**config.mk**
```make
export PLATFORM = sky130hd
export DESIGN_NAME = fragment_reassembly_tracker
export DESIGN_NICKNAME = d
export VERILOG_FILES = /design/src/design/frt_pkg.sv /design/src/design/fragment_reassembly_tracker.sv
export SDC_FILE = /design/constraint.sdc
export NUM_CORES = 2
export LEC_CHECK = 0
export ABC_CLOCK_PERIOD_IN_PS = 15390
export BUFFER_PORTS_ARGS = -buffer_cell sky130_fd_sc_hd__buf_2
export CAP_MARGIN = 10
export CELL_PAD_IN_SITES_DETAIL_PLACEMENT = 0
export CELL_PAD_IN_SITES_GLOBAL_PLACEMENT = 1
export CORE_MARGIN = 2
export CORE_UTILIZATION = 55
export DETAILED_ROUTE_END_ITERATION = 12
export MAX_ROUTING_LAYER = met4
export PLACE_DENSITY = 0.89
export SLEW_MARGIN = 5
export SYNTH_ARGS = -nofsm -noshare
export SYNTH_HDL_FRONTEND = slang
export SYNTH_SLANG_ARGS = --single-unit
export TNS_END_PERCENT = 20
```
**constraint.sdc**
```tcl
create_clock -name i_clk -period 15.39 [get_ports i_clk]
set_input_delay 1.539 -clock i_clk [delete_from_list [all_inputs] [get_ports i_clk]]
set_output_delay 1.539 -clock i_clk [all_outputs]
set_load 0.02 [all_outputs]
```
**src/design/frt_pkg.sv**
```systemverilog
// frt_pkg: shared types and constants of the fragment reassembly tracker
// holds request/result structs, status and command codes, register indexes
// no dependencies
package frt_pkg;

    localparam int SLOTS_DEF    = 16;
    localparam int MAX_FRAG_DEF = 64;

    localparam int CFG_IDX_W = 8;

    localparam logic [31:0] MAX_BYTES_RST = 32'd65535;
    localparam logic [31:0] TIMEOUT_RST   = 32'd5000;

    typedef enum logic [CFG_IDX_W-1:0] {
        CFG_MAX_BYTES = 8'd0,
        CFG_TIMEOUT   = 8'd1
    } t_cfg_reg;

    typedef enum logic {
        CMD_FRAGMENT = 1'b0,
        CMD_SWEEP    = 1'b1
    } t_cmd;

    typedef enum logic [3:0] {
        ST_INCOMPLETE   = 4'd0,
        ST_DUPLICATE    = 4'd1,
        ST_COMPLETE     = 4'd2,
        ST_BAD_INDEX    = 4'd3,
        ST_TOO_LARGE    = 4'd4,
        ST_MISMATCH     = 4'd5,
        ST_LEN_MISMATCH = 4'd6,
        ST_TABLE_FULL   = 4'd7,
        ST_TOO_MANY     = 4'd8,
        ST_SWEEP        = 4'd9
    } t_status;

    typedef struct packed {
        logic               command;
        logic [31:0]        message_id;
        logic [7:0]         fragment_index;
        logic [7:0]         fragment_total;
        logic [31:0]        message_length;
        logic [15:0]        chunk_length;
        logic signed [63:0] time_now;
    } t_req;

    typedef struct packed {
        logic [3:0]  status;
        logic [31:0] result_message_id;
        logic [31:0] result_length;
        logic [4:0]  expired_count;
    } t_result;

endpackage

```
**src/design/fragment_reassembly_tracker.sv**
```systemverilog
// a fragment rejected on index, count or size gives its result in the cycle after start;
// otherwise every slot entry is read once through the entry memory read port and checked in
// the compare stage; a sweep or table-full result follows the scan, a slot update passes
// S_UPDATE first. busy stays high meanwhile; the next request is taken in the cycle the result shows.
// reset (synchronous, active low) clears all slot valid bits and loads the register
// defaults; the entry memory itself is not cleared. results cannot be held off.
module fragment_reassembly_tracker
    import frt_pkg::*;
#(
    parameter int SLOTS         = SLOTS_DEF,
    parameter int MAX_FRAGMENTS = MAX_FRAG_DEF
) (
    input  logic                 i_clk,
    input  logic                 i_rst_n,
    input  logic                 start,
    input  t_req                 i_req,
    output logic                 busy,
    output logic                 o_result_strobe,
    output t_result              o_result,
    input  logic                 i_cfg_valid,
    output logic                 o_cfg_ready,
    input  logic [CFG_IDX_W-1:0] i_cfg_index,
    input  logic [31:0]          i_cfg_data
);

    localparam int AW = (SLOTS > 1) ? $clog2(SLOTS) : 1;
    localparam int CW = $clog2(SLOTS + 1);
    localparam int TW = $clog2(MAX_FRAGMENTS + 1);

    typedef struct packed {
        logic [31:0]              msg_id;
        logic [TW-1:0]            frag_total;
        logic [31:0]              msg_len;
        logic signed [63:0]       start_time;
        logic [MAX_FRAGMENTS-1:0] rx_map;
        logic [31:0]              byte_sum;
    } t_entry;

    typedef enum logic [2:0] {
        S_IDLE   = 3'b001,
        S_SCAN   = 3'b010,
        S_UPDATE = 3'b100
    } t_state;

    t_state          r_state;
    t_req            r_req;
    logic [CW-1:0]   r_scan_cnt;
    logic            r_cmp_vld;
    logic [AW-1:0]   r_cmp_idx;
    t_entry          r_rd_data;
    t_entry          r_mem [SLOTS];
    logic [SLOTS-1:0] r_valid;
    logic            r_hit_found;
    logic [AW-1:0]   r_hit_idx;
    logic            r_free_found;
    logic [AW-1:0]   r_free_idx;
    t_entry          r_ent;
    logic [4:0]      r_freed;
    logic [31:0]     r_max_bytes;
    logic [31:0]     r_timeout;
    logic            r_out_vld;
    t_result         r_out;

    logic            scan_issue;
    logic            scan_done;
    logic signed [64:0] age;
    logic            aged_out;
    logic            id_hit;

    t_entry                   ent_cur;
    t_entry                   ent_upd;
    logic [MAX_FRAGMENTS-1:0] frag_bit;
    logic [MAX_FRAGMENTS-1:0] full_mask;
    logic                     meta_diff;
    logic                     dup;
    logic                     all_in;
    logic [AW-1:0]            tgt_idx;

    logic            accept;
    logic            early_bad_idx;
    logic            early_too_many;
    logic            early_too_large;

    assign busy        = (r_state != S_IDLE);
    assign accept      = start && !busy;
    assign o_cfg_ready = 1'b1;

    assign o_result_strobe = r_out_vld;
    assign o_result        = r_out;

    assign early_bad_idx   = (i_req.fragment_total == 8'd0) ||
                             (i_req.fragment_index >= i_req.fragment_total);
    assign early_too_many  = (i_req.fragment_total > 8'(MAX_FRAGMENTS));
    assign early_too_large = (i_req.message_length > r_max_bytes);

    assign scan_issue = (r_state == S_SCAN) && (r_scan_cnt != CW'(SLOTS));
    assign scan_done  = (r_state == S_SCAN) && (r_scan_cnt == CW'(SLOTS)) && !r_cmp_vld;

    // shared compare unit: id match for fragments, signed 65-bit age test for sweeps
    always_comb begin
        age      = {r_req.time_now[63], r_req.time_now} -
                   {r_rd_data.start_time[63], r_rd_data.start_time};
        aged_out = (age > $signed({33'd0, r_timeout}));
        id_hit   = (r_rd_data.msg_id == r_req.message_id);
    end

    // slot update path
    always_comb begin
        for (int i = 0; i < MAX_FRAGMENTS; i++) begin
            frag_bit[i]  = (r_req.fragment_index == 8'(i));
            full_mask[i] = (8'(i) < r_req.fragment_total);
        end
        if (r_hit_found) begin
            ent_cur = r_ent;
        end else begin
            ent_cur.msg_id     = r_req.message_id;
            ent_cur.frag_total = TW'(r_req.fragment_total);
            ent_cur.msg_len    = r_req.message_length;
            ent_cur.start_time = r_req.time_now;
            ent_cur.rx_map     = '0;
            ent_cur.byte_sum   = '0;
        end
        meta_diff = (8'(ent_cur.frag_total) != r_req.fragment_total) ||
                    (ent_cur.msg_len != r_req.message_length);
        dup       = |(ent_cur.rx_map & frag_bit);
        ent_upd          = ent_cur;
        ent_upd.rx_map   = ent_cur.rx_map | frag_bit;
        ent_upd.byte_sum = ent_cur.byte_sum + 32'(r_req.chunk_length);
        all_in    = ((ent_upd.rx_map & full_mask) == full_mask);
        tgt_idx   = r_hit_found ? r_hit_idx : r_free_idx;
    end

    // entry memory: one read and one write port
    always_ff @(posedge i_clk) begin
        if (scan_issue) begin
            r_rd_data <= r_mem[r_scan_cnt[AW-1:0]];
        end
        if ((r_state == S_UPDATE) && !meta_diff && !dup) begin
            r_mem[tgt_idx] <= (r_req.chunk_length == 16'd0) ? ent_cur : ent_upd;
        end
    end

    // configuration registers
    always_ff @(posedge i_clk) begin
        if (!i_rst_n) begin
            r_max_bytes <= MAX_BYTES_RST;
            r_timeout   <= TIMEOUT_RST;
        end else if (i_cfg_valid && o_cfg_ready) begin
            if (i_cfg_index == CFG_MAX_BYTES) begin
                r_max_bytes <= i_cfg_data;
            end
            if (i_cfg_index == CFG_TIMEOUT) begin
                r_timeout <= i_cfg_data;
            end
        end
    end

    // sequencer
    always_ff @(posedge i_clk) begin
        if (!i_rst_n) begin
            r_state      <= S_IDLE;
            r_valid      <= '0;
            r_out_vld    <= 1'b0;
            r_cmp_vld    <= 1'b0;
            r_scan_cnt   <= '0;
            r_hit_found  <= 1'b0;
            r_free_found <= 1'b0;
            r_freed      <= '0;
        end else begin
            r_out_vld <= 1'b0;
            unique case (r_state)
                S_IDLE: begin
                    if (accept) begin
                        r_req                   <= i_req;
                        r_scan_cnt              <= '0;
                        r_cmp_vld               <= 1'b0;
                        r_hit_found             <= 1'b0;
                        r_free_found            <= 1'b0;
                        r_freed                 <= '0;
                        r_out.result_message_id <= i_req.message_id;
                        r_out.result_length     <= '0;
                        r_out.expired_count     <= '0;
                        if (i_req.command == CMD_SWEEP) begin
                            r_state <= S_SCAN;
                        end else if (early_bad_idx) begin
                            r_out_vld    <= 1'b1;
                            r_out.status <= ST_BAD_INDEX;
                        end else if (early_too_many) begin
                            r_out_vld    <= 1'b1;
                            r_out.status <= ST_TOO_MANY;
                        end else if (early_too_large) begin
                            r_out_vld    <= 1'b1;
                            r_out.status <= ST_TOO_LARGE;
                        end else begin
                            r_state <= S_SCAN;
                        end
                    end
                end
                S_SCAN: begin
                    r_cmp_vld <= scan_issue;
                    if (scan_issue) begin
                        r_cmp_idx  <= r_scan_cnt[AW-1:0];
                        r_scan_cnt <= r_scan_cnt + 1'b1;
                    end
                    // compare stage works on the entry read in the previous cycle
                    if (r_cmp_vld) begin
                        if (r_req.command == CMD_SWEEP) begin
                            if (r_valid[r_cmp_idx] && aged_out) begin
                                r_valid[r_cmp_idx] <= 1'b0;
                                if (r_freed != 5'd31) begin
                                    r_freed <= r_freed + 5'd1;
                                end
                            end
                        end else if (r_valid[r_cmp_idx]) begin
                            if (!r_hit_found && id_hit) begin
                                r_hit_found <= 1'b1;
                                r_hit_idx   <= r_cmp_idx;
                                r_ent       <= r_rd_data;
                            end
                        end else if (!r_free_found) begin
                            r_free_found <= 1'b1;
                            r_free_idx   <= r_cmp_idx;
                        end
                    end
                    if (scan_done) begin
                        if (r_req.command == CMD_SWEEP) begin
                            r_state                 <= S_IDLE;
                            r_out_vld               <= 1'b1;
                            r_out.status            <= ST_SWEEP;
                            r_out.result_message_id <= '0;
                            r_out.expired_count     <= r_freed;
                        end else if (!r_hit_found && !r_free_found) begin
                            r_state      <= S_IDLE;
                            r_out_vld    <= 1'b1;
                            r_out.status <= ST_TABLE_FULL;
                        end else begin
                            r_state <= S_UPDATE;
                        end
                    end
                end
                S_UPDATE: begin
                    r_state   <= S_IDLE;
                    r_out_vld <= 1'b1;
                    if (meta_diff) begin
                        r_out.status <= ST_MISMATCH;
                    end else if (dup) begin
                        r_out.status <= ST_DUPLICATE;
                    end else if (r_req.chunk_length == 16'd0) begin
                        r_valid[tgt_idx] <= 1'b1;
                        r_out.status     <= ST_INCOMPLETE;
                    end else if (!all_in) begin
                        r_valid[tgt_idx] <= 1'b1;
                        r_out.status     <= ST_INCOMPLETE;
                    end else if (ent_upd.byte_sum != r_req.message_length) begin
                        r_valid[tgt_idx] <= 1'b1;
                        r_out.status     <= ST_LEN_MISMATCH;
                    end else begin
                        r_valid[tgt_idx]    <= 1'b0;
                        r_out.status        <= ST_COMPLETE;
                        r_out.result_length <= r_req.message_length;
                    end
                end
                default: begin
                    r_state <= S_IDLE;
                end
            endcase
        end
    end

    a_sweep_not_immediate: assert property (@(posedge i_clk) disable iff (!i_rst_n)
        (accept && (i_req.command == CMD_SWEEP)) |=> !o_result_strobe)
        else $error("sweep result came without a slot scan");

    a_strobe_has_cause: assert property (@(posedge i_clk) disable iff (!i_rst_n)
        o_result_strobe |-> ($past(busy) || $past(start)))
        else $error("result strobe without a request in work");

    a_update_has_slot: assert property (@(posedge i_clk) disable iff (!i_rst_n)
        (r_state == S_UPDATE) |-> (r_hit_found || r_free_found))
        else $error("slot update entered with no target slot");

endmodule
```
* After elaboration in Yosys (flattened, before gate mapping)
Memory sizes are Yosys's and may differ from the RTL's. A register that Yosys moved wholly into a read port is not among the register bits.
Index checks and enable logic that the tools add are counted.
Widths: inputs -> output; s select.
** Operators by class
- $lt $le $gt $ge :: 72
- Shifts and indexed selects :: 0
- $mul :: 0
- Mux-type cells :: 82
- Add/sub/neg operators :: 4
- Divide/modulo/power cells :: 0
- Bitwise gates (word level) :: 11
- Equal/unequal tests :: 98
- Reduce and logical (&&, ||, !) cells :: 44
** Operators with widths (count)
- $eq 8x6->1 const B :: 32
- $lt 6x8->1 const A :: 32
- $mux 231 :: 1
- $mux 32 :: 6
- $and 64x64->64 :: 2
- $eq 8x5->1 const B :: 16
- $lt 5x8->1 const A :: 16
- $mux 16 :: 8
- $pmux 32 s2 :: 2
- $mux 96 :: 1
- $mux 73 :: 1
- $gt 65x33->1 :: 1
- $sub 64x64->65 :: 1
- $eq 64x64->1 :: 1
- $eq 8x4->1 const B :: 8
- $lt 4x8->1 const A :: 8
- $ne 32x32->1 :: 2
- $or 64x64->64 :: 1
- $reduce_or 64->1 :: 1
- $mux 4 :: 11
- $mux 5 :: 8
- $mux 36 :: 1
- $add 32x16->32 :: 1
- $and 16x16->16 :: 2
- 51 further kinds :: 148
** Storage, ports and cells
- Memories :: 1
- Logic and storage cells :: 342
- RAM bits :: 3696
- Memory bits (read-only) :: 0
- Flip-flop bits (word level) :: 574
- Latch bits :: 0
** Memories
- r_mem :: depth 16, width 231, read ports 1, clocked after Yosys merged registers in 1, wr ports 1, RTL line fragment_reassembly_tracker.sv:51 : t_entry r_mem [SLOTS];

* Depth between registers and ports, before layout
- Depth after elaboration :: 13
- Depth in mapped cells :: 26
- Mapped depth without buffers :: 23

* Worst setup path before layout
Ideal clock, no wire load.
- Path kind :: register to register
- Start point :: reg r_req[121] (netlist bit)
- End point :: mem r_mem[10][0] (netlist bit) (enable)
- Arrival time :: 12.241 ns
- Data required time :: 14.562 ns
- Path buffers :: 4
- Cell stages (with the launch flop) :: 13
- Clock period less this slack :: 13.068 ns
- Slack :: 2.322 ns
- Path through :: edfxtp_1 buf_2 buf_2 buf_2 nand4b_1 nor2_1 a32o_1 a211oi_1 o21ai_0 o41ai_1 nand4_1 clkbuf_1 nor2_1
** On the way
- Cells in the longest elaborated chain, start to end :: 7
** Ends and longest elaborated chain
- start: declaration :: RTL line fragment_reassembly_tracker.sv:46 : t_req r_req;
- start signal: assignment :: RTL line fragment_reassembly_tracker.sv:174 : r_req <= i_req;
- $eq 8x1->1 (tied with other cells) :: RTL line fragment_reassembly_tracker.sv:110 : frag_bit[i] = (r_req.fragment_index == 8'(i));
- $and 64x64->64 (*) :: RTL line fragment_reassembly_tracker.sv:125 : dup = |(ent_cur.rx_map & frag_bit);
- $reduce_or 64->1 (*) :: RTL line fragment_reassembly_tracker.sv:125
- $logic_not 1->1 (*) :: RTL line fragment_reassembly_tracker.sv:138 : if ((r_state == S_UPDATE) && !meta_diff && !dup) begin
- $logic_and 1x1->1 (*) :: RTL line fragment_reassembly_tracker.sv:138
- $mux 1 (*) :: RTL line fragment_reassembly_tracker.sv:138
- $mux 1 (*) :: RTL line fragment_reassembly_tracker.sv:139 : r_mem[tgt_idx] <= (r_req.chunk_length == 16'd0) ? ent_cur : ent_upd;
- end: declaration :: RTL line fragment_reassembly_tracker.sv:51
Mark *: on every way between the ends. The rest lies on a longest branch, timed or not.

* Final worst setup path
- Start point :: reg r_req[121] (netlist bit)
- End point :: mem r_mem[9][61] (netlist bit) (enable)
The elaborated chain is that of the path after synthesis.

==> results.tsv <==
stage	metric	value	unit
logic_synthesis	Synth top area share	74.0	%
cts	Clock transition at path regs	0.07	ns
critical_path	worst path bufs/invs	7	
placement	final RePlAce weighted congestion	0.993	
drt	vias	94500	
critical_path	Critical Path Max Stage Delay	0.87	ns
worst_hold_path	HP Class	reg -> reg	
critical_path	WS Path Type	reg -> reg	
cts	CTS HTree Levels	5	
placement	placed cell area	0.186	mm2
sta	final setup TNS	0	ns
power_and_ir_drop	peak supply drop	100	uV
logic_synthesis	Mapped Area	0.179	mm2
floorplanning	Rows	209	
layout	Finished Cell Area	0.200	mm2
critical_path	reg2reg end	r_mem[9][61]$_DFFE_PP_	
floorplanning	number of top-level pins	281	
sta	Slew headroom	13.9	%
critical_path	crit end category	flop	
logic_synthesis	Mapped Cells	8719	
logic_synthesis	synthesized net count	9082	
drt	routed wire length	497	mm
critical_path	cells along the critical path	buf_4, clkinv_1, and4_1, a222oi_1, o311a_1, a31oi_1, o41ai_1, buf_4, nand4_1, buf_4, nor2_4, buf_4, buf_12, buf_4	
global_routing	gr ovfl total	0	
cts	CTS tree	yes	
power_and_ir_drop	total power	24.2	mW
logic_synthesis	top-count cell post-synth	edfxtp_1	
critical_path	CP required	15.96	ns
worst_hold_path	Hold Path Sink	r_ent[57]$_DFFE_PP_	
logic_synthesis	Synth Flop Type	edfxtp_1	
run	max-cap violation count	0	
placement	dpl hpwl	281	mm
critical_path	crit path launch type	flop	
sta	Final Cycle Share	44.7	%
sta	maximum operating frequency	0.145	GHz
logic_synthesis	cell taking the most area after synthesis	edfxtp_1	
floorplanning	die height	574	um
placement	port bufs	279	
floorplanning	Initial Utilization	55.2	%
logic_synthesis	syn avg cell area	20.5	um2
critical_path	R2R depth	14	
critical_path	FF-to-FF setup slack	8.51	ns
global_routing	vias in the first global route	94800	
drt	DR pass1 iterations	6	
sta	Layout Skew	0.0945	ns
layout	area added between synthesis and finish	11.7	%
cts	Inserted Clock Buffers	426	
sta	RSZ-0062 raised after global routing	no	
cts	worst-skew pair later-pin latency	1.02	ns
sta	final worst path period need	6.88	ns
cts	hold_buf cts	0	
cts	Sink Count	4501	
drt	Vias/cell	6.78	
critical_path	CP Data Arrival Time	7.45	ns
logic_synthesis	Synth async-reset ratio	0	%
power_and_ir_drop	Pwr Density	121	mW/mm2
status	status	complete, no violations	
critical_path	Max stage delay cell, worst path	o41ai_1	
layout	final net count	9598	
worst_hold_path	hold path cells	0	
critical_path	critical path fanouts, max	112	
logic_synthesis	post-synthesis sequential area ratio	75.1	%
cts	number of buffers on the longest clock path	4	
cts	post-CTS setup repair buffer count	0	
floorplanning	DIE WIDTH	574	um
logic_synthesis	Yosys reg bits	4501	
logic_synthesis	Post-synth EDFFs	4404	
logic_synthesis	Synth cell types	102	
power_and_ir_drop	total leakage power	65.0	nW
global_routing	initial antenna violation count	39	
drt	WL/cell	35.7	um
sta	Final Max Slew Viols	0	
placement	Setup WS pre-CTS	8.73	ns
worst_hold_path	HP Start	r_rd_data[57]$_DFFE_PP_	
drt	drt drc	0	
floorplanning	Die Footprint	0.329	mm2
layout	share of layout cells above drive strength 1	25.8	%
cts	root buffer cell	clkbuf_16	
sta	PnR worst setup slack	8.51	ns
critical_path	reg2reg start	r_req[121]$_DFFE_PP_	
global_routing	Tot GR Track Use	30.9	%
floorplanning	core area	0.324	mm2
logic_synthesis	Commonest cells post-synth	4404 x edfxtp_1, 1161 x mux4_2, 465 x nand2_1	
drt	Detail Route Antenna Nets	0	
global_routing	global-route wire length before repair	703	mm
sta	final setup fails	0	
drt	initial drt markers	14300	
logic_synthesis	YS warnings	0	
critical_path	Most common cell on crit path	buf_4	
critical_path	family with the most delay on the worst path	buffers and inverters	
sta	worst-margin pin slew	1.28	ns
sta	final hold vios	0	
logic_synthesis	top cells by area, synth	edfxtp_1 74%, mux4_2 15%, ha_1 1.1%, dfxtp_1 1.1%, nand2_1 0.98%	
global_routing	pin count of the biggest net entering global routing	172	
cts	post-CTS resize count	0	
logic make-up after synthesis:
logic type	synth area share (%)
AOI/OAI and AO/OA	3.09
xor gates and xnor gates	0.739
adders and majority gates	1.12
buffers and inverters	1.36
DFF	75.1
muxes	15.5
other	0.00210
and+or+nand+nor	3.06
layout make-up:
type	count	area, um2
timing repair buffer	515	3440
clock buffer	521	11100
sequential	4501	134000
fill	21500	124000
inverter	200	758
clock inverter	264	2250
multi-input combinational	3591	42300
tap	4325	5410
antenna	25	62.6
metal layers:
layer	global-route usage [%]	routed length, um	up-vias
met1	40.6	182000	49700
met2	48.2	242000	6582
met4	13.5	24700	0
li1	-	-	37200
met5	-	0	-
met3	5.21	48700	1046
worst max path at each step:
stage,start,endpoint,slack [ns],cells after the start
2_1_floorplan,r_req[121]$_DFFE_PP_,r_mem[10][0]$_DFFE_PP_,2.32,12
3_3_place_gp,r_req[121]$_DFFE_PP_,r_mem[10][79]$_DFFE_PP_,8.67,14
3_5_place_dp,r_req[121]$_DFFE_PP_,r_mem[9][70]$_DFFE_PP_,8.73,14
4_1_cts,r_req[121]$_DFFE_PP_,r_mem[10][84]$_DFFE_PP_,8.66,14
5_1_grt,r_req[123]$_DFFE_PP_,r_mem[9][61]$_DFFE_PP_,8.44,14
6_report,r_req[121]$_DFFE_PP_,r_mem[9][61]$_DFFE_PP_,8.51,14
power breakdown:
group	switching (mW)	internal, mW
combinational	0.397	0.169
sequential	0.0423	13.4
clock	4.57	5.63
registers in the layout, summed over array words and instances (netlist names), named ones only:
| signal | count |
|---|---|
| o_result | 73 |
| o_result_strobe | 1 |
| r_cmp_idx | 4 |
| r_cmp_vld | 1 |
| r_ent | 231 |
| r_free_found | 1 |
| r_free_idx | 4 |
| r_freed | 5 |
| r_hit_found | 1 |
| r_hit_idx | 4 |
| r_max_bytes | 32 |
| r_mem | 3696 |
| r_rd_data | 231 |
| r_req | 161 |
| r_scan_cnt | 5 |
| r_state | 3 |
| r_timeout | 32 |
stage by stage:
step	instances	hold slack [ns]	util [%]
after CTS	13900	0.419	61.6
after global placement	13100	0.401	57.4
after floorplan	8719	0.400	-
final	13900	0.413	61.6
after detailed placement	13100	0.405	57.4
after global routing	13900	0.419	61.6
cells in the final DEF, fill, tap and decap left out, types with 24 or more instances in the layout:
cell type	count
a21o_1	46
a21oi_1	239
a31oi_1	27
and2_1	34
and3_1	49
buf_2	282
buf_4	209
bufinv_16	28
clkbuf_1	87
clkbuf_16	429
clkinv_1	105
clkinv_2	79
dfxtp_1	92
diode_2	25
edfxtp_1	4404
ha_1	156
inv_1	196
mux2_2	118
mux4_2	1161
nand2_1	465
nand3_1	67
nand4_1	76
nor2_1	168
nor2b_1	41
nor3_1	49
nor4_1	42
o211ai_1	44
o21ai_0	196
o21ai_1	24
o22ai_1	38
xnor2_1	89
xor2_1	48
Power figures use the tool's default switching activity.
